`config.mk`:
```
export PLATFORM = sky130hd
export DESIGN_NAME = pulse_distance_decoder_core
export DESIGN_NICKNAME = d
export VERILOG_FILES = /design/src/pdd_pkg.sv /design/src/pdd_regs.sv /design/src/pdd_front.sv /design/src/pdd_back.sv /design/src/pulse_distance_decoder_core.sv
export SDC_FILE = /design/constraint.sdc
export NUM_CORES = 1
export LEC_CHECK = 0
export BUFFER_PORTS_ARGS = -buffer_cell sky130_fd_sc_hd__buf_2
export CORE_ASPECT_RATIO = 1.75
export CORE_MARGIN = 2
export CORE_UTILIZATION = 43
export CTS_BUF_LIST = sky130_fd_sc_hd__clkbuf_2
export DETAILED_ROUTE_END_ITERATION = 12
export HOLD_SLACK_MARGIN = 0.1
export PLACE_DENSITY = 0.68
export SLEW_MARGIN = 0
export SYNTH_ARGS = -nofsm -noshare
export SYNTH_HDL_FRONTEND = slang
export SYNTH_SLANG_ARGS = --single-unit
export TNS_END_PERCENT = 20
```
`constraint.sdc`:
```
create_clock -name clk -period 7.9 [get_ports clk]
set_input_delay 1.58 -clock clk [delete_from_list [all_inputs] [get_ports clk]]
set_output_delay 1.58 -clock clk [all_outputs]
set_load 0.1 [all_outputs]
```
`src/pdd_pkg.sv`:
```
package pdd_pkg;

  localparam int CFG_W   = 24;
  localparam int COUNT_W = 8;

  // register indexes on the configuration port
  localparam logic [2:0] REG_HEADER_NOM = 3'd0;
  localparam logic [2:0] REG_HEADER_TOL = 3'd1;
  localparam logic [2:0] REG_SHORT_NOM  = 3'd2;
  localparam logic [2:0] REG_LONG_NOM   = 3'd3;
  localparam logic [2:0] REG_ELEM_TOL   = 3'd4;
  localparam logic [2:0] REG_END_GAP    = 3'd5;
  localparam logic [2:0] REG_MIN_BITS   = 3'd6;

  localparam logic [CFG_W-1:0]   RST_HEADER_NOM = 24'd35000;
  localparam logic [CFG_W-1:0]   RST_HEADER_TOL = 24'd105000;
  localparam logic [CFG_W-1:0]   RST_SHORT_NOM  = 24'd1000;
  localparam logic [CFG_W-1:0]   RST_LONG_NOM   = 24'd2000;
  localparam logic [CFG_W-1:0]   RST_ELEM_TOL   = 24'd3000;
  localparam logic [CFG_W-1:0]   RST_END_GAP    = 24'd4000;
  localparam logic [COUNT_W-1:0] RST_MIN_BITS   = 8'd36;

  localparam logic [COUNT_W-1:0] COUNT_MAX = 8'd255;

  // classified-item queue
  localparam int QDEPTH = 4;
  localparam int QPTR_W = $clog2(QDEPTH);
  localparam int QCNT_W = $clog2(QDEPTH + 1);

  typedef struct packed {
    logic [CFG_W-1:0]   header_nominal;
    logic [CFG_W-1:0]   header_tolerance;
    logic [CFG_W-1:0]   short_nominal;
    logic [CFG_W-1:0]   long_nominal;
    logic [CFG_W-1:0]   element_tolerance;
    logic [CFG_W-1:0]   end_gap;
    logic [COUNT_W-1:0] min_bits;
  } cfg_t;

  // one interval after classification
  typedef struct packed {
    logic level;
    logic near_header;
    logic near_short;
    logic near_long;
    logic past_end;
  } class_t;

endpackage

```
`src/pdd_regs.sv`:
```
module pdd_regs (
  input  logic          clk,
  input  logic          rst_n,
  input  logic          psel,
  input  logic          penable,
  input  logic          pwrite,
  input  logic [4:0]    paddr,
  input  logic [31:0]   pwdata,
  output logic [31:0]   prdata,
  output logic          pready,
  output pdd_pkg::cfg_t cfg
);
  import pdd_pkg::*;

  cfg_t       cfg_r;
  logic [2:0] idx;
  logic       wr_en;

  assign idx    = paddr[4:2];
  assign wr_en  = psel && penable && pwrite;
  assign pready = 1'b1;
  assign cfg    = cfg_r;

  always_ff @(posedge clk) begin
    if (!rst_n) begin
      cfg_r.header_nominal    <= RST_HEADER_NOM;
      cfg_r.header_tolerance  <= RST_HEADER_TOL;
      cfg_r.short_nominal     <= RST_SHORT_NOM;
      cfg_r.long_nominal      <= RST_LONG_NOM;
      cfg_r.element_tolerance <= RST_ELEM_TOL;
      cfg_r.end_gap           <= RST_END_GAP;
      cfg_r.min_bits          <= RST_MIN_BITS;
    end else if (wr_en) begin
      case (idx)
        REG_HEADER_NOM: cfg_r.header_nominal    <= pwdata[CFG_W-1:0];
        REG_HEADER_TOL: cfg_r.header_tolerance  <= pwdata[CFG_W-1:0];
        REG_SHORT_NOM:  cfg_r.short_nominal     <= pwdata[CFG_W-1:0];
        REG_LONG_NOM:   cfg_r.long_nominal      <= pwdata[CFG_W-1:0];
        REG_ELEM_TOL:   cfg_r.element_tolerance <= pwdata[CFG_W-1:0];
        REG_END_GAP:    cfg_r.end_gap           <= pwdata[CFG_W-1:0];
        REG_MIN_BITS:   cfg_r.min_bits          <= pwdata[COUNT_W-1:0];
        default: ;
      endcase
    end
  end

  always_comb begin
    case (idx)
      REG_HEADER_NOM: prdata = 32'(cfg_r.header_nominal);
      REG_HEADER_TOL: prdata = 32'(cfg_r.header_tolerance);
      REG_SHORT_NOM:  prdata = 32'(cfg_r.short_nominal);
      REG_LONG_NOM:   prdata = 32'(cfg_r.long_nominal);
      REG_ELEM_TOL:   prdata = 32'(cfg_r.element_tolerance);
      REG_END_GAP:    prdata = 32'(cfg_r.end_gap);
      REG_MIN_BITS:   prdata = 32'(cfg_r.min_bits);
      default:        prdata = 32'd0;
    endcase
  end

endmodule

```
`src/pdd_front.sv`:
```
module pdd_front #(
  parameter int DURATION_WIDTH = 24
) (
  input  logic                      clk,
  input  logic                      rst_n,
  input  pdd_pkg::cfg_t             cfg,
  input  logic                      in_valid,
  output logic                      in_ready,
  input  logic                      in_level,
  input  logic [DURATION_WIDTH-1:0] in_duration,
  output logic                      q_valid,
  output pdd_pkg::class_t           q_head,
  output logic [DURATION_WIDTH-1:0] q_dur,
  input  logic                      q_pop
);
  import pdd_pkg::*;

  localparam int CW = (DURATION_WIDTH > CFG_W) ? DURATION_WIDTH : CFG_W;

  function automatic logic near(input logic [CW-1:0] d, input logic [CW-1:0] nom,
                                input logic [CW-1:0] tol);
    logic [CW-1:0] diff;
    diff = (d > nom) ? (d - nom) : (nom - d);
    return diff < tol;
  endfunction

  logic [CW-1:0] dur;
  class_t        cls;
  logic          wr;

  class_t                    mem_r [QDEPTH];
  logic [DURATION_WIDTH-1:0] dur_mem_r [QDEPTH];
  logic [QPTR_W-1:0]         wr_ptr_r, rd_ptr_r;
  logic [QCNT_W-1:0]         count_r, count_nxt;

  assign dur = CW'(in_duration);

  always_comb begin
    cls.level       = in_level;
    cls.near_header = near(dur, CW'(cfg.header_nominal), CW'(cfg.header_tolerance));
    cls.near_short  = near(dur, CW'(cfg.short_nominal), CW'(cfg.element_tolerance));
    cls.near_long   = near(dur, CW'(cfg.long_nominal), CW'(cfg.element_tolerance));
    cls.past_end    = dur >= CW'(cfg.end_gap);
  end

  assign in_ready = count_r != QCNT_W'(QDEPTH);
  assign wr       = in_valid && in_ready;
  assign q_valid  = count_r != '0;
  assign q_head   = mem_r[rd_ptr_r];
  assign q_dur    = dur_mem_r[rd_ptr_r];

  always_comb begin
    count_nxt = count_r;
    if (wr && !q_pop)      count_nxt = count_r + 1'b1;
    else if (!wr && q_pop) count_nxt = count_r - 1'b1;
  end

  always_ff @(posedge clk) begin
    if (wr) begin
      mem_r[wr_ptr_r]     <= cls;
      dur_mem_r[wr_ptr_r] <= in_duration;
    end
  end

  always_ff @(posedge clk) begin
    if (!rst_n) begin
      wr_ptr_r <= '0;
      rd_ptr_r <= '0;
      count_r  <= '0;
    end else begin
      if (wr)    wr_ptr_r <= wr_ptr_r + 1'b1;
      if (q_pop) rd_ptr_r <= rd_ptr_r + 1'b1;
      count_r <= count_nxt;
    end
  end

`ifndef SYNTHESIS
  a_count_bound: assert property (@(posedge clk) disable iff (!rst_n)
    count_r <= QCNT_W'(QDEPTH))
    else $error("queue count beyond depth");

  a_no_pop_empty: assert property (@(posedge clk) disable iff (!rst_n)
    q_pop |-> q_valid)
    else $error("pop from empty queue");

  a_count_track: assert property (@(posedge clk) disable iff (!rst_n)
    (wr && !q_pop) |=> count_r == $past(count_r) + 1'b1)
    else $error("queue count lost a transfer");
`endif

endmodule

```
`src/pdd_back.sv`:
```
module pdd_back #(
  parameter int DATA_WIDTH     = 64,
  parameter int DURATION_WIDTH = 24
) (
  input  logic                        clk,
  input  logic                        rst_n,
  input  pdd_pkg::cfg_t               cfg,
  input  logic                        q_valid,
  input  pdd_pkg::class_t             q_head,
  input  logic [DURATION_WIDTH-1:0]   q_dur,
  output logic                        q_pop,
  output logic                        out_valid,
  input  logic                        out_ready,
  output logic [DATA_WIDTH-1:0]       out_frame_bits,
  output logic [pdd_pkg::COUNT_W-1:0] out_bit_count
);
  import pdd_pkg::*;

  localparam int CW = (DURATION_WIDTH > CFG_W) ? DURATION_WIDTH : CFG_W;

  function automatic logic near(input logic [CW-1:0] d, input logic [CW-1:0] nom,
                                input logic [CW-1:0] tol);
    logic [CW-1:0] diff;
    diff = (d > nom) ? (d - nom) : (nom - d);
    return diff < tol;
  endfunction

  typedef enum logic [3:0] {
    PH_HEADER = 4'b0001,
    PH_START  = 4'b0010,
    PH_SAVE   = 4'b0100,
    PH_CHECK  = 4'b1000
  } phase_t;

  phase_t              phase_r, phase_nxt;
  logic [DURATION_WIDTH-1:0] saved_gap_r;
  logic                gap_short, gap_long;
  logic [DATA_WIDTH-1:0] shift_r, shift_nxt;
  logic [COUNT_W-1:0]  count_r, count_nxt;
  logic                emit_req, out_free;
  logic                out_valid_r;
  logic [DATA_WIDTH-1:0] out_bits_r;
  logic [COUNT_W-1:0]  out_count_r;
  logic [COUNT_W-1:0]  count_inc;

  assign emit_req = (phase_r == PH_SAVE) && !q_head.level && q_head.past_end &&
                    (count_r >= cfg.min_bits);
  assign out_free = !out_valid_r || out_ready;
  // items that end no frame keep flowing while a result waits
  assign q_pop    = q_valid && (!emit_req || out_free);
  assign count_inc = (count_r == COUNT_MAX) ? count_r : count_r + 1'b1;

  // held gap is judged against the registers as they are when its pulse arrives
  assign gap_short = near(CW'(saved_gap_r), CW'(cfg.short_nominal),
                          CW'(cfg.element_tolerance));
  assign gap_long  = near(CW'(saved_gap_r), CW'(cfg.long_nominal),
                          CW'(cfg.element_tolerance));

  always_comb begin
    phase_nxt = phase_r;
    shift_nxt = shift_r;
    count_nxt = count_r;
    case (phase_r)
      PH_HEADER: begin
        if (!q_head.level && q_head.near_header) phase_nxt = PH_START;
      end
      PH_START: begin
        if (q_head.level) begin
          if (q_head.near_short) begin
            phase_nxt = PH_SAVE;
            shift_nxt = '0;
            count_nxt = '0;
          end else begin
            phase_nxt = PH_HEADER;
          end
        end
      end
      PH_SAVE: begin
        if (q_head.level)         phase_nxt = PH_HEADER;
        else if (q_head.past_end) phase_nxt = PH_START;
        else                      phase_nxt = PH_CHECK;
      end
      PH_CHECK: begin
        if (!q_head.level) begin
          phase_nxt = PH_HEADER;
        end else if (gap_short && q_head.near_long) begin
          shift_nxt = {shift_r[DATA_WIDTH-2:0], 1'b1};
          count_nxt = count_inc;
          phase_nxt = PH_SAVE;
        end else if (gap_long && q_head.near_short) begin
          shift_nxt = {shift_r[DATA_WIDTH-2:0], 1'b0};
          count_nxt = count_inc;
          phase_nxt = PH_SAVE;
        end else begin
          phase_nxt = PH_HEADER;
        end
      end
      default: phase_nxt = PH_HEADER;
    endcase
  end

  always_ff @(posedge clk) begin
    if (!rst_n) begin
      phase_r     <= PH_HEADER;
      shift_r     <= '0;
      count_r     <= '0;
      saved_gap_r <= '0;
    end else if (q_pop) begin
      phase_r <= phase_nxt;
      shift_r <= shift_nxt;
      count_r <= count_nxt;
      if (phase_r == PH_SAVE && !q_head.level && !q_head.past_end) begin
        saved_gap_r <= q_dur;
      end
    end
  end

  always_ff @(posedge clk) begin
    if (!rst_n) begin
      out_valid_r <= 1'b0;
    end else if (q_pop && emit_req) begin
      out_valid_r <= 1'b1;
    end else if (out_ready) begin
      out_valid_r <= 1'b0;
    end
  end

  always_ff @(posedge clk) begin
    if (q_pop && emit_req) begin
      out_bits_r  <= shift_r;
      out_count_r <= count_r;
    end
  end

  assign out_valid      = out_valid_r;
  assign out_frame_bits = out_bits_r;
  assign out_bit_count  = out_count_r;

`ifndef SYNTHESIS
  a_no_overwrite: assert property (@(posedge clk) disable iff (!rst_n)
    (out_valid_r && !out_ready) |-> !(q_pop && emit_req))
    else $error("pending result overwritten");

  a_start_clears: assert property (@(posedge clk) disable iff (!rst_n)
    (q_pop && phase_r == PH_START && q_head.level && q_head.near_short)
      |=> (count_r == '0 && phase_r == PH_SAVE))
    else $error("frame start did not clear the bit count");

  a_out_stable: assert property (@(posedge clk) disable iff (!rst_n)
    (out_valid_r && !out_ready)
      |=> (out_valid_r && $stable(out_bits_r) && $stable(out_count_r)))
    else $error("result changed while waiting");
`endif

endmodule

```
`src/pulse_distance_decoder_core.sv`:
```
// Pulse-distance frame decoder.
// Input channel: one interval per transfer, in_level (1 high pulse, 0 low gap)
// and in_duration in microseconds. A front stage compares the duration with
// the configured nominal values and writes the result into a four-entry queue;
// a back stage runs the header / start / gap / pulse state machine from the
// queue and assembles bits.
// Output channel: one transfer per reported frame, out_frame_bits holds the
// newest DATA_WIDTH bits (newest in bit 0), out_bit_count the bit count
// saturated at 255. A frame is reported when a low gap at or above end_gap
// follows a pulse of the frame and at least min_bits bits were collected.
// Throughput: one interval per cycle while the queue is not full.
// With the queue empty, the gap that ends the frame is written into the queue
// at its transfer, then the state update loads the output register and raises
// out_valid; entries already queued ahead of it are handled first.
// If the receiver stalls, the result register holds; intervals that end no
// frame keep draining, and input stalls only once the queue fills.
// Reset (rst_n low, synchronous) empties the queue, drops any pending result,
// returns the decoder to waiting for a header and restores register defaults.
// Registers sit on the APB port at byte address 4*index; pready is always high.
module pulse_distance_decoder_core #(
  parameter int DATA_WIDTH     = 64,
  parameter int DURATION_WIDTH = 24
) (
  input  logic                        clk,
  input  logic                        rst_n,
  input  logic                        psel,
  input  logic                        penable,
  input  logic                        pwrite,
  input  logic [4:0]                  paddr,
  input  logic [31:0]                 pwdata,
  output logic [31:0]                 prdata,
  output logic                        pready,
  input  logic                        in_valid,
  output logic                        in_ready,
  input  logic                        in_level,
  input  logic [DURATION_WIDTH-1:0]   in_duration,
  output logic                        out_valid,
  input  logic                        out_ready,
  output logic [DATA_WIDTH-1:0]       out_frame_bits,
  output logic [pdd_pkg::COUNT_W-1:0] out_bit_count
);
  import pdd_pkg::*;

  cfg_t   cfg;
  logic   q_valid, q_pop;
  class_t q_head;
  logic [DURATION_WIDTH-1:0] q_dur;

  pdd_regs u_regs (
    .clk     (clk),
    .rst_n   (rst_n),
    .psel    (psel),
    .penable (penable),
    .pwrite  (pwrite),
    .paddr   (paddr),
    .pwdata  (pwdata),
    .prdata  (prdata),
    .pready  (pready),
    .cfg     (cfg)
  );

  pdd_front #(.DURATION_WIDTH(DURATION_WIDTH)) u_front (
    .clk         (clk),
    .rst_n       (rst_n),
    .cfg         (cfg),
    .in_valid    (in_valid),
    .in_ready    (in_ready),
    .in_level    (in_level),
    .in_duration (in_duration),
    .q_valid     (q_valid),
    .q_head      (q_head),
    .q_dur       (q_dur),
    .q_pop       (q_pop)
  );

  pdd_back #(
    .DATA_WIDTH     (DATA_WIDTH),
    .DURATION_WIDTH (DURATION_WIDTH)
  ) u_back (
    .clk            (clk),
    .rst_n          (rst_n),
    .cfg            (cfg),
    .q_valid        (q_valid),
    .q_head         (q_head),
    .q_dur          (q_dur),
    .q_pop          (q_pop),
    .out_valid      (out_valid),
    .out_ready      (out_ready),
    .out_frame_bits (out_frame_bits),
    .out_bit_count  (out_bit_count)
  );

endmodule

```
==> results.cfg, run 1 <==
[global_route]
grt_pass1_wl_um = 162700
grt-ovfl-total = 0
use_met3_pct = 3.704
grt_max_degree = 75
grt_pass1_vias = 28610
grtUsageMet2_pct = 50.90
grt_usage_pct = 28.12
use_met1_pct = 27.66
busiest_layer = met2
antenna_found_initial = 2

[worst_setup_path]
path_cells = inv_1, ha_1, nand4_1, nor4_1, nand2_1, o21ai_0, o21bai_2, buf_4, mux2_2, a211oi_1, buf_4, mux2_2, nor3b_1, ha_1, a21oi_1, nor2b_1, o21ai_0, nand3b_1, a21oi_1, and3b_1, a21o_2, buf_12, nand2_1, a21oi_1
crit_top_cell = a21oi_1
start_kind = register
rr_startpoint = u_regs.cfg[85]$_SDFFE_PN1P_
slowest_delay_ns = 0.85
worstSetupEndpoint = u_back.shift_r[43]$_SDFFE_PN0P_
regToRegEndpoint = u_back.shift_r[43]$_SDFFE_PN0P_
worstPathRequired_ns = 9.04
arrival_ns = 8.39
r2r_cells = 24
cp_slowest_cell = nor4_1
crit_start = u_regs.cfg[85]$_SDFFE_PN1P_
worstSetupPathType = reg2reg
worst-r2r-setup-slack_ns = 0.66
crit_path_end_kind = register
crit_fanout = 63

[floorplan]
io_pins = 176
rows = 132
die_x_um = 210.2
coreArea_um2 = 73830
die_area_um2 = 76680
die_h_um = 364.8
initial_core_util_pct = 43.33

[timing]
slew_viol_final = 0
finalSetupTns_ns = 0
finalCriticalPeriod_ns = 7.243
finalCritPeriodShare_pct = 91.69
finalSetupViolCount = 0
rsz0062_at_grt = no
relSlewSlack_pct = 17.88
skew_ns = 0.2051
finalHoldViolCount = 0
worstMarginPinSlew_ns = 1.219
fmax_mhz = 138.1

[power]
p_per_area_nw_per_um2 = 158.2
leakage_uw = 0.01423
power.total_uw = 5470
peakVddDrop_mv = 0.08955

[logic_synthesis]
synth.top_cell.area_share_pct = 17.65
ys_seq_area_share_pct = 34.04
synth_edf_count = 188
synth.distinct_cells = 96
avgSynthCellArea_um2 = 8.722
netlist_instances = 3668
synth_area_um2 = 31990
synth_seq_cells = 450
synth_top_cell_by_area = edfxtp_1
yosys_most_used_dff = dfxtp_1
post-synth-top-count-cell = nand2_1
synth_common_cells = nand2_1, a21oi_1, ha_1
ys_top_cells_by_area = edfxtp_1, dfxtp_1, ha_1
synth_warnings = 0
async_flop_share_pct = 0

[status]
status = finished, final reports clean

[route]
wirelength_um = 108500
drt_iter0_markers = 2064
post_drt_wl_per_cell_um = 22.56
antenna_left = 0
post-route-drc-count = 0
vias = 28600
vias_per_cell = 5.950
dr.pass1.iters = 8

[cts]
cts_buffer_depth = 3
numCtsBuffers = 102
clock_sinks = 450
cts_post_setup_buffers_inserted = 0
clockRootBuffer = clkbuf_2
cts_tree = done
cts.reportedPaths.clkPinSlew_ns = 0.11
cts_hold_buf = 0
cts_resized = 0
clock_latency_ns = 1.41
h-tree-depth = 3

[place]
place_hpwl_um = 84730
routabilityCongestion = 0.9917
io_buffers = 156

[layout]
drive_gt1_share_pct = 12.82
area_growth_pct = 8.111
nets = 4249
fillers = 7366

[run]
drv_cap = 0

[hold_path]
hold_path.class = reg2reg
## worst min path at each step
stage / from / to / cells past startpoint
finish: u_back.shift_r[49]$_SDFFE_PN0P_ / u_back.out_frame_bits[49]$_DFFE_PP_ / 0
global route: u_back.shift_r[48]$_SDFFE_PN0P_ / u_back.out_frame_bits[48]$_DFFE_PP_ / 0
CTS: pwdata[10] / u_regs.cfg[90]$_SDFFE_PN0P_ / 3
detailed placement: u_back.shift_r[63]$_SDFFE_PN0P_ / u_back.out_frame_bits[63]$_DFFE_PP_ / 0
global placement: u_back.shift_r[63]$_SDFFE_PN0P_ / u_back.out_frame_bits[63]$_DFFE_PP_ / 0
floorplan: u_back.shift_r[63]$_SDFFE_PN0P_ / u_back.out_frame_bits[63]$_DFFE_PP_ / 0
## worst max-delay path: cells and delay by family, from the launching register on
family | cells | cell delay (ns)
adder cells (fa/ha/maj) | 2 | 0.79
AO/OA/AOI/OAI | 8 | 1.67
multiplexers | 2 | 0.69
AND/OR/NAND/NOR | 8 | 2.37
buffers and inverters | 4 | 0.95
flip-flops | 1 | 0.47
## stage by stage
step | util (%) | instance area [um^2] | std cells | hold slack, ns | setup slack [ns]
after floorplan | - | 32020 | 3675 | 0.4081 | 0.4120
after global placement | 45.49 | 33580 | 4615 | 0.4302 | 0.6984
after detailed placement | 45.49 | 33580 | 4615 | 0.4345 | 0.5614
after CTS | 46.85 | 34580 | 4806 | 0.2576 | 0.9005
after global routing | 46.85 | 34590 | 4807 | 0.4395 | 0.3895
final | 46.85 | 34590 | 4807 | 0.4289 | 0.6567
## report_power, final
| group | total [uW] | switching [uW] | leakage, uW | internal (uW) |
|---|---|---|---|---|
| clock | 1590 | 987 | 0.000767 | 604 |
| sequential | 2550 | 46.5 | 0.00384 | 2510 |
| combinational | 1330 | 832 | 0.00962 | 495 |
| total | 5470 | 1870 | 0.0142 | 3600 |
## cell type report
cell class,count,area (um^2),area share (%)
flip-flops and latches,450,10890,31.49
inverters,249,939.7,2.717
multi-input cells,2759,19300,55.80
clock inverters,35,221.5,0.6403
clock buffers,156,780.7,2.257
repair buffers,219,1279,3.697
well taps,938,1174,3.393
diodes,1,2.502,0.007235
## kinds of logic after synthesis
logic type / Yosys count / share of synthesized area, %
AOI/OAI and AO/OA: 1069 / 20.93
xor gates and xnor gates: 116 / 3.176
adders and majority gates: 399 / 15.86
buffers and inverters: 466 / 5.870
DFF: 450 / 34.04
muxes: 119 / 5.033
other: 2 / 0.02347
and+or+nand+nor: 1047 / 15.07
## sequential cells by signal (all words and copies together) (netlist names), named ones only
register and count:
u_back.count_r 8, u_back.out_bit_count 8, u_back.out_frame_bits 64, u_back.out_valid 1
u_back.phase_r 4, u_back.saved_gap_r 24, u_back.shift_r 64, u_front.count_r 3
u_front.dur_mem_r 96, u_front.mem_r 20, u_front.rd_ptr_r 2, u_front.wr_ptr_r 2
u_regs.cfg 152
## cells in the final DEF, fill, tap and decap left out, types with 14 or more instances in the layout
| master | synthesis | routed |
|---|---|---|
| buf_2 | 48 | 156 |
| inv_1 | 248 | 248 |
| mux2i_1 | 60 | 60 |
| a211oi_1 | 30 | 30 |
| o31ai_1 | 15 | 15 |
| nor2_1 | 133 | 133 |
| o211ai_1 | 59 | 59 |
| nand2_1 | 529 | 529 |
| and2_1 | 20 | 20 |
| mux4_2 | 30 | 30 |
| a21oi_1 | 447 | 446 |
| nand4_1 | 54 | 54 |
| nand3_1 | 121 | 121 |
| clkbuf_2 | 1 | 156 |
| edfxtp_1 | 188 | 188 |
| nand2b_1 | 30 | 30 |
| a21boi_0 | 14 | 14 |
| nor3_1 | 27 | 25 |
| mux2_2 | 26 | 26 |
| xnor2_1 | 70 | 70 |
| ha_1 | 388 | 388 |
| xor2_1 | 46 | 46 |
| o21a_1 | 25 | 25 |
| buf_4 | 14 | 61 |
| dfxtp_1 | 262 | 261 |
| a22oi_1 | 59 | 59 |
| o21ai_0 | 140 | 140 |
| a21o_1 | 115 | 114 |
| and3_1 | 25 | 21 |
| clkinv_1 | 1 | 16 |
| a31oi_1 | 29 | 29 |
| o21bai_1 | 28 | 27 |
| nor2b_1 | 46 | 46 |
## routing by layer
layer | share of wire (%) | vias to the layer above
li1 | - | 13440
met1 | 35 | 13580
met2 | 50 | 1158
met3 | 5.2 | 425
met4 | 9.9 | 0
met5 | 0 | -
Power figures use the tool's default switching activity.
==> run 2, diff against run 1 <==
--- a/config.mk
+++ b/config.mk
@@ -7,7 +7,7 @@
 export LEC_CHECK = 0
 export BUFFER_PORTS_ARGS = -buffer_cell sky130_fd_sc_hd__buf_2
 export CORE_ASPECT_RATIO = 1.75
-export CORE_MARGIN = 2
+export CORE_MARGIN = 1
 export CORE_UTILIZATION = 43
 export CTS_BUF_LIST = sky130_fd_sc_hd__clkbuf_2
 export DETAILED_ROUTE_END_ITERATION = 12
==> run 2 against run 1 <==
Effect of this change:
- routed wire length about the same
- die area is 1.5% lower
- hold slack worse by 0.0022 ns
- critical path depth is 2 lower
- count of clock-buffer cells in the layout shrank 7
- fmax down 2.1%
- sequential cell count unchanged
- combinational power is essentially flat
- core utilization hardly changed
- critical endpoint is now u_back.shift_r[13]$_SDFFE_PN0P_
- highest routed layer unchanged
==> results.cfg, run 2 (synthesis results as in run 1) <==
[status]
status = finished, final reports clean

[layout]
layout_common_cells = nand2_1, a21oi_1, ha_1, dfxtp_1, inv_1
post-route-util_pct = 46.81
area_growth_pct = 8.013
multi_input_area_um2 = 19300
final_common_cell = nand2_1
fillers = 7366
seq_area_um2 = 10890
largest_reg_flops = 152
final_cell_area_um2 = 34560
drive_gt1_share_pct = 12.65
nets = 4252

[floorplan]
io_pins = 176
coreArea_um2 = 73830
die_x_um = 208.2
initial_core_util_pct = 43.33
die_h_um = 362.8
die_area_um2 = 75540
rows = 132

[worst_setup_path]
worstPathRequired_ns = 9.09
slowest_delay_ns = 0.82
arrival_ns = 8.58
crit_path_end_kind = register
worstSetupPathType = reg2reg
start_kind = register
crit_fanout = 14
cp_slowest_cell = nor4_1
path_cells = inv_1, ha_1, nand4_1, nor4_1, nand2_1, o21ai_0, o21bai_2, buf_4, mux2_2, a211oi_1, mux2_2, nor3b_1, ha_1, and4_1, nand2_1, a21o_1, o21bai_1, and3b_1, a21oi_4, buf_4, nand3_1, a21oi_1

[cts]
h-tree-depth = 3
clock_sinks = 450
cts_buffer_depth = 3
clock_latency_ns = 1.39
numCtsBuffers = 101
cts_post_setup_buffers_inserted = 0
cts_hold_buf = 0
clockRootBuffer = clkbuf_2
cts.reportedPaths.clkPinSlew_ns = 0.11
cts_resized = 0
cts_tree = done

[route]
wirelength_um = 108500
post_drt_wl_per_cell_um = 22.54
antenna_left = 0
vias_per_cell = 5.907
drt_iter0_markers = 1747
post-route-drc-count = 0
vias = 28430
dr.pass1.iters = 6

[timing]
worstMarginPinSlew_ns = 1.217
relSlewSlack_pct = 18.04
slew_viol_final = 0
finalSetupTns_ns = 0
rsz0062_at_grt = no
finalHoldViolCount = 0
finalCriticalPeriod_ns = 7.396
finalSetupViolCount = 0
fmax_mhz = 135.2
skew_ns = 0.1572
setup_slack_ns = 0.5041
finalCritPeriodShare_pct = 93.62

[hold_path]
hold_path.class = reg2reg

[global_route]
grt_usage_pct = 28.40
grt_max_degree = 80
grt_pass1_vias = 28230
grt_pass1_wl_um = 161400
antenna_found_initial = 3
grt-ovfl-total = 0

[power]
leakage_uw = 0.01420
power.total_uw = 5384
peakVddDrop_mv = 0.1050
p_per_area_nw_per_um2 = 155.8

[place]
routabilityCongestion = 0.9881
io_buffers = 156
place_area_um2 = 33610
place_hpwl_um = 84640
place_ws_ns = 0.6328

[run]
drv_cap = 0
-- run 2: cell types whose count changed in the layout (fill, tap and decap cells not counted), sizes merged --
| cell | change |
|---|---|
| clkinv | +5 |
| buf | +4 |
| clkinvlp | +2 |
| diode | +2 |
| clkbuf | -7 |
| bufinv | -2 |
| inv | +2 |
-- run 2: final cells by class --
cell class,count,share of cell area (%)
Timing Repair Buffer,223,3.787
Inverter,249,2.719
Multi-Input combinational cell,2759,55.85
Antenna cell,3,0.02172
Clock inverter,42,0.5504
Sequential cell,450,31.52
Tap cell,938,3.396
Clock buffer,149,2.158
-- run 2: report_power, final --
part | internal (uW) | switching, uW | total [uW]
Clock | 519 | 991 | 1510
Sequential | 2510 | 44.6 | 2550
Combinational | 494 | 829 | 1320
Total | 3520 | 1860 | 5380
-- run 2: path summary, 6_finish.rpt --
kind / depth (start not counted) / startpoint / slack (ns) / to
setup / recovery: 22 / u_regs.cfg[87]$_SDFFE_PN1P_ / 0.50 / u_back.shift_r[13]$_SDFFE_PN0P_
hold / removal: 0 / u_back.shift_r[49]$_SDFFE_PN0P_ / 0.43 / u_back.out_frame_bits[49]$_DFFE_PP_
setup reg to reg: 22 / u_regs.cfg[87]$_SDFFE_PN1P_ / 0.50 / u_back.shift_r[13]$_SDFFE_PN0P_
hold reg to reg: 0 / u_back.shift_r[49]$_SDFFE_PN0P_ / 0.43 / u_back.out_frame_bits[49]$_DFFE_PP_
-- run 2: metal layers --
metal | track usage (%) | part of all wire (%) | up-vias
met5 | 0 | 0 | -
met4 | 24.12 | 8.9 | 0
met3 | 3.563 | 5.1 | 399
met2 | 52.27 | 51 | 1141
met1 | 28.26 | 35 | 13440
li1 | - | - | 13450
-- run 2: through the flow --
| step | std cells | hold WS (ns) |
|---|---|---|
| 2_1_floorplan | 3675 | 0.4081 |
| 3_3_place_gp | 4619 | 0.4307 |
| 3_5_place_dp | 4619 | 0.4392 |
| 4_1_cts | 4810 | 0.2632 |
| 5_1_grt | 4812 | 0.4053 |
| 6_report | 4813 | 0.4267 |
-- run 2: worst max-delay path: cells and delay by family (launching register included) --
family | cells | cell delay, ns
simple gates | 8 | 2.46
compound gates | 7 | 2.06
buf+inv | 3 | 0.77
mux | 2 | 0.76
fa+ha+maj | 2 | 0.68
flops | 1 | 0.45
